[src/rtl/prrs_pkg.sv]
// Shared types, constants and helpers for the priority round-robin slot picker.
// No dependencies; every other file in rtl/ refers to this package by scoped names.
package prrs_pkg;

  localparam int SLOT_W = 4;   // hardware slot number
  localparam int PRIO_W = 8;   // priority byte
  localparam int WORD_W = 32;  // region start, end and permission words
  localparam int REL_W  = 4;   // slot index relative to the first dynamic slot

  typedef enum logic {
    CMD_PUSH  = 1'b0,
    CMD_INVAL = 1'b1
  } cmd_t;

  // start request from the control FSM to the scan sequencer
  typedef struct packed {
    logic              start;
    logic [REL_W-1:0]  ptr;
    logic [PRIO_W-1:0] prio;
  } scan_req_t;

  // scan outcome, valid for one cycle while done is high
  typedef struct packed {
    logic             done;
    logic             found;
    logic [REL_W-1:0] target;
  } scan_res_t;

  // write and clear request into the priority store
  typedef struct packed {
    logic              wr_en;
    logic              clear;
    logic [REL_W-1:0]  rel;
    logic [PRIO_W-1:0] prio;
  } store_wr_t;

  // advance a relative slot index, wrap after the last dynamic slot
  function automatic logic [REL_W-1:0] rel_wrap_inc(input logic [REL_W-1:0] rel,
                                                    input logic [REL_W-1:0] last);
    logic [REL_W-1:0] res;
    if (rel == last) begin
      res = '0;
    end else begin
      res = rel + REL_W'(1);
    end
    return res;
  endfunction

endpackage

[src/rtl/prrs_prio_store.sv]
// Priority byte store, one entry per dynamic slot, with a bulk clear.
// Depends on prrs_pkg (store_wr_t, widths).
module prrs_prio_store #(
  parameter int DEPTH = 7
) (
  input  logic                         clk,
  input  logic                         rst_n,
  input  prrs_pkg::store_wr_t          wr,
  input  logic [prrs_pkg::REL_W-1:0]   rd_rel,
  output logic [prrs_pkg::PRIO_W-1:0]  rd_prio
);

  localparam int IDX_W = (DEPTH > 1) ? $clog2(DEPTH) : 1;

  logic [prrs_pkg::PRIO_W-1:0] prio_r [DEPTH];

  always_ff @(posedge clk) begin
    if (!rst_n || wr.clear) begin
      for (int i = 0; i < DEPTH; i++) begin
        prio_r[i] <= '0;
      end
    end else if (wr.wr_en) begin
      prio_r[wr.rel[IDX_W-1:0]] <= wr.prio;
    end
  end

  assign rd_prio = prio_r[rd_rel[IDX_W-1:0]];

endmodule

[src/rtl/prrs_scan_seq.sv]
// Scan sequencer: walks the dynamic slots one per cycle through a single
// priority comparator. Depends on prrs_pkg (scan_req_t, scan_res_t, rel_wrap_inc).
module prrs_scan_seq #(
  parameter int DEPTH = 7
) (
  input  logic                         clk,
  input  logic                         rst_n,
  input  prrs_pkg::scan_req_t          req,
  input  logic [prrs_pkg::PRIO_W-1:0]  rd_prio,
  output logic [prrs_pkg::REL_W-1:0]   rd_rel,
  output prrs_pkg::scan_res_t          res
);

  localparam int RW = prrs_pkg::REL_W;
  localparam logic [RW-1:0] LAST_REL = RW'(DEPTH - 1);

  logic                        busy_r,  busy_nxt;
  logic [RW-1:0]               idx_r,   idx_nxt;
  logic [RW-1:0]               cnt_r,   cnt_nxt;
  logic [RW-1:0]               ptr_r,   ptr_nxt;
  logic [prrs_pkg::PRIO_W-1:0] prio_r,  prio_nxt;
  logic                        hit;
  logic                        last;

  // the shared compare unit
  assign hit  = rd_prio < prio_r;
  assign last = cnt_r == LAST_REL;

  always_comb begin
    busy_nxt = busy_r;
    idx_nxt  = idx_r;
    cnt_nxt  = cnt_r;
    ptr_nxt  = ptr_r;
    prio_nxt = prio_r;
    if (req.start) begin
      busy_nxt = 1'b1;
      idx_nxt  = req.ptr;
      cnt_nxt  = '0;
      ptr_nxt  = req.ptr;
      prio_nxt = req.prio;
    end else if (busy_r) begin
      if (hit || last) begin
        busy_nxt = 1'b0;
      end else begin
        idx_nxt = prrs_pkg::rel_wrap_inc(idx_r, LAST_REL);
        cnt_nxt = cnt_r + RW'(1);
      end
    end
  end

  always_ff @(posedge clk) begin
    if (!rst_n) begin
      busy_r <= 1'b0;
    end else begin
      busy_r <= busy_nxt;
    end
    idx_r  <= idx_nxt;
    cnt_r  <= cnt_nxt;
    ptr_r  <= ptr_nxt;
    prio_r <= prio_nxt;
  end

  assign rd_rel    = idx_r;
  assign res.done  = busy_r && (hit || last);
  assign res.found = hit;
  // fall back to the slot just before the pointer
  assign res.target = hit ? idx_r : ((ptr_r == '0) ? LAST_REL : ptr_r - RW'(1));

endmodule

[src/rtl/priority_round_robin_region_slots_unit.sv]
// Operation: a push scans up to N dynamic slots (7 by default) from the pointer
//   through the single priority comparator, stepped once per slot, which sets the
//   scan length; ST_DONE then loads the output register once it is free.
//   Invalidate, and push with no dynamic slots, skip the scan.
// Flow: one word at a time; in_stall holds the next word until the result is loaded.
// Reset (synchronous, rst_n low): pointer to the first dynamic slot, all priorities 0.
module priority_round_robin_region_slots_unit #(
  parameter int FIRST_DYNAMIC_SLOT = 5,
  parameter int TOTAL_SLOTS        = 12
) (
  input  logic                          clk,
  input  logic                          rst_n,
  // input channel
  input  logic                          in_valid,
  output logic                          in_stall,
  input  logic                          in_cmd,
  input  logic [prrs_pkg::PRIO_W-1:0]   in_priority_req,
  input  logic [prrs_pkg::WORD_W-1:0]   in_region_start,
  input  logic [prrs_pkg::WORD_W-1:0]   in_region_end,
  input  logic [prrs_pkg::WORD_W-1:0]   in_region_perm,
  // result channel
  output logic                          out_valid,
  input  logic                          out_stall,
  output logic [prrs_pkg::SLOT_W-1:0]   out_slot,
  output logic [prrs_pkg::WORD_W-1:0]   out_start,
  output logic [prrs_pkg::WORD_W-1:0]   out_end,
  output logic [prrs_pkg::WORD_W-1:0]   out_perm,
  output logic                          out_slot_enable,
  output logic                          out_found_lower
);

  localparam int RW = prrs_pkg::REL_W;
  localparam int SW = prrs_pkg::SLOT_W;
  localparam int WW = prrs_pkg::WORD_W;
  localparam int PW = prrs_pkg::PRIO_W;

  // number of dynamic slots; the store keeps at least one entry
  localparam int DYN_COUNT   = (TOTAL_SLOTS > FIRST_DYNAMIC_SLOT) ?
                               (TOTAL_SLOTS - FIRST_DYNAMIC_SLOT) : 0;
  localparam int STORE_DEPTH = (DYN_COUNT > 0) ? DYN_COUNT : 1;
  localparam logic [RW-1:0] LAST_REL   = RW'(STORE_DEPTH - 1);
  localparam logic [SW-1:0] FIRST_SLOT = SW'(FIRST_DYNAMIC_SLOT);
  localparam logic          HAS_DYN    = (DYN_COUNT > 0);

  typedef enum logic [2:0] {
    ST_IDLE = 3'b001,
    ST_SCAN = 3'b010,
    ST_DONE = 3'b100
  } state_t;

  state_t state_r, state_nxt;

  // relative next-slot pointer; the slot number is this plus FIRST_DYNAMIC_SLOT
  logic [RW-1:0] ptr_r, ptr_nxt;

  // the word in flight: payload and its pending result
  logic [WW-1:0] start_r, start_nxt;
  logic [WW-1:0] end_r,   end_nxt;
  logic [WW-1:0] perm_r,  perm_nxt;
  logic [SW-1:0] slot_r,  slot_nxt;
  logic          en_r,    en_nxt;
  logic          found_r, found_nxt;

  // hold the effective priority of the word being scanned
  logic [PW-1:0] prio_hold_r;

  // output register
  logic          out_valid_r, out_valid_nxt;
  logic [SW-1:0] out_slot_r;
  logic [WW-1:0] out_start_r;
  logic [WW-1:0] out_end_r;
  logic [WW-1:0] out_perm_r;
  logic          out_en_r;
  logic          out_found_r;

  logic                in_accept;
  logic                out_free;
  logic                out_load;
  logic [PW-1:0]       prio_eff;
  prrs_pkg::scan_req_t scan_req;
  prrs_pkg::scan_res_t scan_res;
  prrs_pkg::store_wr_t store_wr;
  logic [RW-1:0]       rd_rel;
  logic [PW-1:0]       rd_prio;

  // one word at a time; the output register lets the next word in while a
  // result still waits downstream
  assign in_stall  = (state_r != ST_IDLE);
  assign in_accept = in_valid && !in_stall;
  assign out_free  = !out_valid_r || !out_stall;
  assign out_load  = (state_r == ST_DONE) && out_free;

  // priority 0 counts as 1
  assign prio_eff = (in_priority_req == '0) ? PW'(1) : in_priority_req;

  always_comb begin
    state_nxt = state_r;
    ptr_nxt   = ptr_r;
    start_nxt = start_r;
    end_nxt   = end_r;
    perm_nxt  = perm_r;
    slot_nxt  = slot_r;
    en_nxt    = en_r;
    found_nxt = found_r;

    scan_req.start = 1'b0;
    scan_req.ptr   = ptr_r;
    scan_req.prio  = prio_eff;

    store_wr.wr_en = 1'b0;
    store_wr.clear = 1'b0;
    store_wr.rel   = scan_res.target;
    store_wr.prio  = scan_req.prio;

    unique case (state_r)
      ST_IDLE: begin
        if (in_accept) begin
          // zero result unless a push actually writes a slot
          start_nxt = '0;
          end_nxt   = '0;
          perm_nxt  = '0;
          slot_nxt  = '0;
          en_nxt    = 1'b0;
          found_nxt = 1'b0;
          if (in_cmd == prrs_pkg::CMD_INVAL) begin
            // drop all priorities, rewind the pointer
            store_wr.clear = 1'b1;
            ptr_nxt        = '0;
            state_nxt      = ST_DONE;
          end else if (!HAS_DYN) begin
            state_nxt = ST_DONE;
          end else begin
            start_nxt      = in_region_start;
            end_nxt        = in_region_end;
            perm_nxt       = in_region_perm;
            scan_req.start = 1'b1;
            state_nxt      = ST_SCAN;
          end
        end
      end
      ST_SCAN: begin
        store_wr.prio = prio_hold_r;
        if (scan_res.done) begin
          // commit the slot, advance the pointer past it on a hit only
          store_wr.wr_en = 1'b1;
          if (scan_res.found) begin
            ptr_nxt = prrs_pkg::rel_wrap_inc(scan_res.target, LAST_REL);
          end
          slot_nxt  = SW'(scan_res.target) + FIRST_SLOT;
          en_nxt    = 1'b1;
          found_nxt = scan_res.found;
          state_nxt = ST_DONE;
        end
      end
      ST_DONE: begin
        if (out_free) begin
          state_nxt = ST_IDLE;
        end
      end
      default: begin
        state_nxt = ST_IDLE;
      end
    endcase
  end

  always_ff @(posedge clk) begin
    if (in_accept) begin
      prio_hold_r <= prio_eff;
    end
  end

  always_comb begin
    out_valid_nxt = out_valid_r;
    if (out_load) begin
      out_valid_nxt = 1'b1;
    end else if (!out_stall) begin
      out_valid_nxt = 1'b0;
    end
  end

  always_ff @(posedge clk) begin
    if (!rst_n) begin
      state_r     <= ST_IDLE;
      ptr_r       <= '0;
      out_valid_r <= 1'b0;
    end else begin
      state_r     <= state_nxt;
      ptr_r       <= ptr_nxt;
      out_valid_r <= out_valid_nxt;
    end
    start_r <= start_nxt;
    end_r   <= end_nxt;
    perm_r  <= perm_nxt;
    slot_r  <= slot_nxt;
    en_r    <= en_nxt;
    found_r <= found_nxt;
    if (out_load) begin
      out_slot_r  <= slot_r;
      out_start_r <= start_r;
      out_end_r   <= end_r;
      out_perm_r  <= perm_r;
      out_en_r    <= en_r;
      out_found_r <= found_r;
    end
  end

  prrs_prio_store #(
    .DEPTH (STORE_DEPTH)
  ) u_store (
    .clk     (clk),
    .rst_n   (rst_n),
    .wr      (store_wr),
    .rd_rel  (rd_rel),
    .rd_prio (rd_prio)
  );

  prrs_scan_seq #(
    .DEPTH (STORE_DEPTH)
  ) u_scan (
    .clk     (clk),
    .rst_n   (rst_n),
    .req     (scan_req),
    .rd_prio (rd_prio),
    .rd_rel  (rd_rel),
    .res     (scan_res)
  );

  assign out_valid       = out_valid_r;
  assign out_slot        = out_slot_r;
  assign out_start       = out_start_r;
  assign out_end         = out_end_r;
  assign out_perm        = out_perm_r;
  assign out_slot_enable = out_en_r;
  assign out_found_lower = out_found_r;

endmodule

[config.mk]
export PLATFORM = sky130hd
export DESIGN_NAME = priority_round_robin_region_slots_unit
export DESIGN_NICKNAME = d
export VERILOG_FILES = /design/src/rtl/prrs_pkg.sv /design/src/rtl/prrs_prio_store.sv /design/src/rtl/prrs_scan_seq.sv /design/src/rtl/priority_round_robin_region_slots_unit.sv
export SDC_FILE = /design/constraint.sdc
export NUM_CORES = 1
export LEC_CHECK = 0
export BUFFER_PORTS_ARGS = -buffer_cell sky130_fd_sc_hd__clkbuf_2
export CORE_MARGIN = 3
export CORE_UTILIZATION = 45
export DETAILED_ROUTE_END_ITERATION = 7
export PLACE_DENSITY = 0.67
export SETUP_SLACK_MARGIN = 0.5
export SLEW_MARGIN = 20
export SYNTH_ARGS = -nofsm -noshare
export SYNTH_HDL_FRONTEND = slang
export SYNTH_HIERARCHICAL = 1
export SYNTH_SLANG_ARGS = --single-unit
[constraint.sdc]
create_clock -name clk -period 18.8 [get_ports clk]
set_input_delay 0 -clock clk [delete_from_list [all_inputs] [get_ports clk]]
set_output_delay 0 -clock clk [all_outputs]
set_load 0.05 [all_outputs]
==> flow_summary.toml, run 1 <==
[status]
status = "complete, but fails checks"
violations = "hold timing"

[drt]
num_vias = 7044
wire_per_inst_um = 19.1
drc = 0
drt_iter0_markers = 881
vias_per_cell = 5.05
finalWirelength_um = 26700
drtAntennaViolNets = 0
first_pass_iters = 5

[worst_setup_path]
cp_max_fo = 22
slowest_stage = "edfxtp_1"
worstSetupPathDepth = 10
cp_top_family = "simple AND/OR/NAND/NOR gates"
cp.required_ps = 19030
slowest_delay_ps = 980
worstSetupPathType = "register to register"
path_buf_inv = 0
ff2ff_path_depth = 10
start_kind = "register"
end_kind = "register"
arrival_ps = 5610
path_cells = "mux4_1 -> mux2_2 -> ha_1 -> a2111oi_0 -> o221ai_2 -> a21boi_0 -> and2_1 -> nand2b_1 -> or4b_1 -> nand2_1"

[min_path]
hold_path_depth = 2
hp-class = "primary input to register"

[timing]
post-route-period-util_pct = 28.6
maxSlewViolCount = 0
hold_ws_ps = -2.69
worstMarginPinSlew_ps = 1130
grt_setup_unrepaired = "false"
final_hold_viol_count = 1
max_clock_freq_ghz = 0.186
clock_skew_ps = 29.0
fin_crit_ps = 5380
max-slew-margin-rel_pct = 23.9
tns_ps = 0
setup-violations-final = 0

[clocking]
cts_max_level = 1
root_buffer = "clkbuf_16"
clk_transition_reported_paths_ps = 60
worstSkewPairLatency_ps = 560
cts.repair.resized = 0
tritoncts = "done"
cts_buffers = 30
ctsLongestPathBuffers = 3
cts_num_sinks = 305

[global_routing]
antenna_found_initial = 0
first_global_vias = 7003
grt_use_total_pct = 18.7
grt_overflow_total = 0
grt_max_degree = 86
grt_pass1_wl_um = 40800

[layout]
multi_input_area_mm2 = 0.00250
num_antenna_cells = 0
ff_latch_area_mm2 = 0.00895
area_growth_pct = 28.6
fin_util_pct = 59.4
final_cell_area_mm2 = 0.0151
fillers = 1869
nNetsFinal = 1169
drive_gt1_share_pct = 26.1

[power]
p_sw_share_pct = 22.0
switching_power_uw = 325
p_int_mw = 1.15
power_density_mw_per_mm2 = 98.0
peakVddDrop_mv = 0.0699
leakagePower_nw = 5.75
p_comb_share_pct = 8.3
p_seq_share_pct = 53.9
clkPwrFrac_pct = 37.7

[synthesis]
syn-cell-area_mm2 = 0.0117
syn_nets = 848
ys.flop_type = "edfxtp_1"
synth_seq_cells = 305
avgSynthCellArea_um2 = 16.2
postSynth.asyncResetShare_pct = 0
ys_warn_count = 6
ys_seq_area_share_pct = 76.2
synthCells = 727
synth_edf_count = 284
synth_cell_types = 62

[place]
dpl-instance-area_mm2 = 0.0131
place.detailed.hpwl_um = 17600
numPortBuffers = 212
gp_congestion = 0.857

[floorplan]
placementRows = 58
core_region_area_mm2 = 0.0254
start_util_pct = 46.2
die_h_um = 168
die_w_um = 168
die-area_mm2 = 0.0281
num_io_pins = 213

[job]
max-cap-violations = 0
-- metrics by stage --
stage          hold WS (ps)  setup WS (ps)  instances  power (mW)
4_1_cts                7.27          13410       1395        1.49
5_1_grt                25.7          13090       1396        1.53
3_5_place_dp            225          13470       1236       0.914
3_3_place_gp            228          13500       1236       0.912
2_1_floorplan           122          12420        727       0.877
6_report              -2.69          13420       1396        1.48
-- area by class of cell --
cell class	instances	share of cell area, %
Clock buffer	37	5.15
Timing Repair Buffer	328	14.8
Sequential cell	305	59.3
Clock inverter	13	0.845
Tap cell	330	2.74
Multi-Input combinational cell	356	16.5
Inverter	27	0.705
-- Yosys cell counts, types with 3 or more instances --
cell / n / area, um^2
nand3b_1: 4 / 30.0
and2_1: 13 / 81.3
ha_1: 12 / 150
clkbuf_1: 23 / 86.3
mux4_1: 15 / 394
mux2_2: 9 / 101
or3_1: 3 / 18.8
nand4b_1: 4 / 35.0
o21ai_1: 3 / 15.0
buf_2: 7 / 35.0
nand2b_1: 5 / 31.3
dfxtp_1: 21 / 420
inv_1: 25 / 93.8
buf_6: 3 / 33.8
o21ai_0: 9 / 45.0
buf_1: 3 / 11.3
edfxtp_1: 284 / 8530
nand2_1: 61 / 229
nand3_1: 7 / 35.0
or4_1: 3 / 22.5
xor2_1: 4 / 35.0
a21oi_1: 21 / 105
nor2b_1: 98 / 613
nor2_1: 42 / 158
mux2i_1: 3 / 30.0
nor3_1: 3 / 15.0
nand4_1: 3 / 18.8
-- power by group through the flow --
stage / registers (mW) / clock network, mW / logic, mW
after floorplan: 0.813 / 0 / 0.0643
after global placement: 0.810 / 0 / 0.102
after detailed placement: 0.812 / 0 / 0.103
after CTS: 0.797 / 0.565 / 0.123
after global routing: 0.800 / 0.594 / 0.135
final: 0.797 / 0.558 / 0.123
-- routing by layer --
metal / vias to the layer above / share of wire [%] / global-route usage, % / wire length, um
met4: 0 / 3.1 / 5.87 / 828
met1: 3410 / 41 / 25.4 / 11100
met5: - / 0 / 0 / 0
met2: 286 / 48 / 30.8 / 12800
li1: 3284 / - / - / -
met3: 64 / 7.6 / 3.47 / 2020
-- cells in the final DEF (no fill, tap or decap), types with 13 or more instances in the layout --
cell type and n:
a21oi_1 20, and2_1 13, clkbuf_16 30, clkbuf_2 211
dfxtp_1 21, dlygate4sd3_1 109, edfxtp_1 284, inv_1 25
mux4_1 15, nand2_1 61, nor2_1 42, nor2b_1 97
-- kinds of logic after synthesis --
group	share of synthesized area, %
DFF	76.2
and+or+nand+nor	11.9
buffers and inverters	2.69
AOI/OAI and AO/OA	2.78
muxes	4.76
adders and majority gates	1.28
xor gates and xnor gates	0.373
-- registers in the layout, indices dropped and copies added (netlist names), 8 cells and up --
signal,flops
u_scan/prio_r,8
out_start,32
perm_r,32
out_end,32
start_r,32
u_store/prio_r,64
out_perm,32
end_r,32
prio_hold_r,8
-- final timing paths --
check,startpoint,end,slack [ps]
max,u_scan/rd_rel[0],u_store/prio_r[2][4],13420
min,in_cmd,perm_r[30],-3
min reg2reg,end_r[8],out_end[8],410
max reg2reg,u_scan/rd_rel[0],u_store/prio_r[2][4],13420
-- timing repair --
action	4_1_cts	5_1_grt
setup endpoints to repair	0	0
buffers inserted	0	0
hold buffers	109	0
hold endpoints to repair	145	0
(Power assumes the default switching activity.)
==> run 2: changes to the inputs <==
clock period = 5.6 ns   (was 18.8 ns; I/O delays follow)
==> flow_summary.toml, run 2 (same netlist as run 1, synthesis figures left out) <==
[status]
status = "finished clean"

[power]
peakVddDrop_mv = 0.220
leakagePower_nw = 5.95
power_mw = 5.06
power_density_mw_per_mm2 = 328

[timing]
setup_slack_ps = 796
clock_skew_ps = 29.8
grt_setup_unrepaired = "false"
post-route-period-util_pct = 85.8
worstMarginPinSlew_ps = 831
tns_ps = 0
maxSlewViolCount = 0
fin_crit_ps = 4800
max-slew-margin-rel_pct = 44.6
max_clock_freq_ghz = 0.208
final_hold_viol_count = 0
setup-violations-final = 0

[place]
dp_cells = 1240
place.detailed.hpwl_um = 17700
gp_congestion = 0.845
pre_cts_ws_ps = 342
numPortBuffers = 212

[floorplan]
die_w_um = 168
core_region_area_mm2 = 0.0254
die-area_mm2 = 0.0281
start_util_pct = 46.2
die_h_um = 168
num_io_pins = 213
placementRows = 58

[worst_setup_path]
path_cells = "buf_4 -> mux4_1 -> mux2_2 -> ha_1 -> nand2_1 -> a211o_1 -> o221ai_2 -> inv_2 -> o31ai_1 -> nand2_1 -> or4_1 -> nand2_1"
slowest_stage = "o31ai_1"
start_kind = "register"
cpMostUsedCell = "nand2_1"
cp_max_fo = 12
arrival_ps = 5030
cp.required_ps = 5820
end_kind = "register"
worstSetupPathType = "register to register"
slowest_delay_ps = 620

[clocking]
cts_num_sinks = 305
clk_transition_reported_paths_ps = 70
tritoncts = "done"
cts_max_level = 1
root_buffer = "clkbuf_16"
ctsLongestPathBuffers = 3
cts_buffers = 29
worstSkewPairLatency_ps = 550

[global_routing]
grt_max_degree = 67
grt_pass1_wl_um = 43100
grt_overflow_total = 0
antenna_found_initial = 1
first_global_vias = 7346
grt_use_total_pct = 19.5

[layout]
ff_latch_area_mm2 = 0.00895
largest_reg_flops = 64
nNetsFinal = 1200
multi_input_area_mm2 = 0.00250
fin_util_pct = 60.7
fillers = 1840
layoutNonFillerInstCount = 1432
area_growth_pct = 31.4
top_register = "u_store/prio_r"
final_common_cell = "edfxtp_1"
drive_gt1_share_pct = 26.1
most-common-layout-cells = "284 x edfxtp_1, 211 x clkbuf_2, 135 x dlygate4sd3_1"

[drt]
drtAntennaViolNets = 0
finalWirelength_um = 28000
vias_per_cell = 5.08
drc = 0
drt_iter0_markers = 769
wire_per_inst_um = 19.6
num_vias = 7272
first_pass_iters = 5

[job]
max-cap-violations = 0

[min_path]
hp-class = "primary input to register"
-- run 2: cell count changes in the layout (fill, tap and decap cells not counted), sizes merged --
| cell | before | now |
|---|---|---|
| buf | 8 | 14 |
| clkinv | 10 | 14 |
| bufinv | 2 | 4 |
| clkinvlp | 2 | 1 |
| inv | 26 | 29 |
| clkbuf | 248 | 243 |
| dlygate4sd3 | 109 | 135 |
| diode | 0 | 1 |
-- run 2: report_power, final --
group	switching, mW	leakage (nW)	internal, mW
sequential	0.0450	2.88	2.63
clock	0.816	0.466	1.13
combinational	0.249	2.60	0.194
-- run 2: timing repair --
item | CTS | global route
buffers inserted | 2 | 1
setup endpoints to repair | 32 | 42
hold buffers | 135 | 0
resized for setup | 0 | 2
endpoints found under the hold margin | 138 | 0
-- run 2: routing by layer --
metal | routed length [um] | global-route usage [%] | up-vias
met1 | 11500 | 26.2 | 3586
met5 | 0 | 0 | -
met2 | 14000 | 33.6 | 302
li1 | - | - | 3352
met4 | 404 | 4.13 | 0
met3 | 2070 | 3.45 | 32
-- run 2: final timing paths --
check / cells after the start / endpoint / from / slack [ps]
max: 12 / u_store/prio_r[1][4] / u_scan/rd_rel[0] / 800
min: 2 / end_r[1] / in_cmd / 30
max reg2reg: 12 / u_store/prio_r[1][4] / u_scan/rd_rel[0] / 800
min reg2reg: 0 / out_start[24] / start_r[24] / 400
-- run 2: worst max-delay path: cells and delay by family, from the launching register on --
family          cells  cell delay (ps)
fa+ha+maj           1              300
simple gates        4             1150
flops               1              410
compound gates      3             1300
buf+inv             2              430
mux                 2              880
-- run 2: per-stage QoR --
step | cell area (um^2) | hold WS, ps
final | 15400 | 26.7
after CTS | 15400 | 2.44
after global routing | 15400 | 9.14
after global placement | 13100 | 233
after detailed placement | 13100 | 235
after floorplan | 11700 | 122
-- run 2: final cells by class --
type / count / share of cell area, %
inverters: 27 / 0.689
well taps: 330 / 2.68
diodes: 1 / 0.0162
clock buffers: 32 / 4.78
clock inverters: 21 / 1.36
repair buffers: 360 / 16.3
flip-flops and latches: 305 / 58.0
multi-input cells: 356 / 16.2
==> run 3: changes to the inputs <==
SYNTH_HIERARCHICAL = unset   (was 1)
==> flow_summary.toml, run 3 <==
[worst_setup_path]
start_kind = "register"
worstSetupPathType = "register to register"
cp_max_fo = 15
cpMostUsedCell = "ha_1"
end_kind = "register"
cp.required_ps = 6080
path_cells = "mux4_2 -> mux2_2 -> ha_1 -> o21ai_0 -> a211o_1 -> and2_1 -> nor2_1 -> a21o_1 -> inv_1 -> ha_1 -> and3_1 -> or3_1 -> a21boi_0"
slowest_stage = "dfxtp_1"
slowest_delay_ps = 930
arrival_ps = 5130
path_buf_inv = 1
cp_top_family = "simple AND/OR/NAND/NOR gates"

[drt]
num_vias = 7291
drc = 0
drtAntennaViolNets = 0
wire_per_inst_um = 18.9
drt_iter0_markers = 800
finalWirelength_um = 27400
first_pass_iters = 5
vias_per_cell = 5.03

[layout]
nNetsFinal = 1216
layoutNonFillerInstCount = 1449
final_common_cell = "edfxtp_1"
area_growth_pct = 31.5
fillers = 1918
top_register = "u_store.prio_r"
most-common-layout-cells = "284 x edfxtp_1, 211 x clkbuf_2, 130 x dlygate4sd3_1"
ff_latch_area_mm2 = 0.00901
multi_input_area_mm2 = 0.00266
largest_reg_flops = 64
drive_gt1_share_pct = 27.6

[clocking]
root_buffer = "clkbuf_16"
ctsLongestPathBuffers = 3
cts_num_sinks = 308
cts.repair.resized = 0
clk_transition_reported_paths_ps = 60
worstSkewPairLatency_ps = 570
cts_buffers = 31
tritoncts = "done"
cts_max_level = 1

[floorplan]
core_region_area_mm2 = 0.0255
start_util_pct = 46.6
placementRows = 58
num_io_pins = 213
die-area_mm2 = 0.0284
die_h_um = 169
die_w_um = 169

[synthesis]
synth_seq_cells = 308
yosys-top-cells-count = "284 x edfxtp_1, 99 x nor2b_1, 50 x nor2_1, 30 x clkbuf_1, 25 x inv_1"
synth_cell_types = 58
ys_top_cells_by_area = "edfxtp_1 72%, nor2b_1 5.2%, dfxtp_1 4.0%, mux4_2 3.0%, nor2_1 1.6%"
syn_nets = 865
postSynth.asyncResetShare_pct = 0
ys_seq_area_share_pct = 75.7
avgSynthCellArea_um2 = 16.0
synth_edf_count = 284
yosysTopAreaCell = "edfxtp_1"
synth_top_area_share_pct = 71.7
ys.flop_type = "edfxtp_1"
syn-cell-area_mm2 = 0.0119
synth_most_common_cell = "edfxtp_1"
synthCells = 743
ys_warn_count = 0

[timing]
maxSlewViolCount = 0
clock_skew_ps = 14.9
setup-violations-final = 0
max-slew-margin-rel_pct = 33.6
grt_setup_unrepaired = "false"
final_hold_viol_count = 0
worstMarginPinSlew_ps = 996
post-route-period-util_pct = 82.9
fin_crit_ps = 4640
hold_ws_ps = 2.86
tns_ps = 0
max_clock_freq_ghz = 0.215

[place]
place.detailed.hpwl_um = 18200
numPortBuffers = 212
dp_cells = 1261
gp_congestion = 0.877

[global_routing]
grt_use_total_pct = 18.9
first_global_vias = 7331
grt_overflow_total = 0
grt_max_degree = 76
antenna_found_initial = 1
grt_pass1_wl_um = 42000

[min_path]
hp-class = "primary input to register"

[power]
switching_power_mw = 1.20
clkPwrFrac_pct = 38.1
peakVddDrop_mv = 0.288
power_density_mw_per_mm2 = 336
leakagePower_nw = 5.92
p_comb_share_pct = 10.3
p_int_mw = 4.05
p_sw_share_pct = 22.9
p_seq_share_pct = 51.7

[status]
status = "finished clean"

[job]
max-cap-violations = 0
## run 3: final timing paths
| kind | startpoint | end | cells after the start | slack (ps) |
|---|---|---|---|---|
| worst max register to register | register | ptr_r[2] | 13 | 960 |
| worst min register to register | perm_r[29] | out_perm[29] | 0 | 410 |
| worst max-delay path | register | ptr_r[2] | 13 | 960 |
| worst min-delay path | in_cmd | start_r[5] | 2 | 3 |
## run 3: kinds of logic (layout without fill, tap and decap cells)
family / after synthesis / count (layout) / synth area share [%]
other cells: 0 / 1 / 0
simple gates: 237 / 237 / 10.9
flops: 308 / 308 / 75.7
fa+ha+maj: 13 / 13 / 1.37
buf+inv: 61 / 436 / 2.00
compound gates: 83 / 83 / 4.73
xor+xnor: 6 / 6 / 0.442
mux: 35 / 35 / 4.80
## run 3: per-layer routing
| layer | routed length, um | GRT usage [%] | up-vias |
|---|---|---|---|
| met5 | 0 | 0 | - |
| met2 | 13400 | 32.2 | 264 |
| li1 | - | - | 3451 |
| met3 | 1740 | 3.04 | 43 |
| met1 | 11800 | 25.7 | 3533 |
| met4 | 517 | 4.73 | 0 |
## run 3: layout make-up
type	count	area share [%]
repair buffers	352	15.7
inverters	27	0.664
clock buffers	42	5.49
well taps	330	2.64
multi-input cells	374	17.0
flip-flops and latches	308	57.6
clock inverters	15	0.872
diodes	1	0.0160
## run 3: power groups by stage
stage               Clock, mW  Sequential [mW]  Combinational [mW]
floorplan                   0             2.76               0.316
global placement            0             2.76               0.450
detailed placement          0             2.76               0.459
CTS                      2.04             2.71               0.536
global route             2.13             2.72               0.586
finish                   2.00             2.71               0.539
## run 3: metrics by stage
stage               setup slack (ps)  power, mW  area [um^2]  utilization (%)
finish                           956       5.25        15600             61.2
floorplan                        982       3.07        11900                -
global placement                1120       3.21        13300             52.2
CTS                              924       5.29        15600             61.2
detailed placement               964       3.22        13300             52.2
global route                     588       5.44        15600             61.2
## run 3: what timing repair did
item / in CTS / in global routing
hold buffers: 130 / 0
buffers inserted: 0 / 0
hold endpoints to repair: 128 / 0
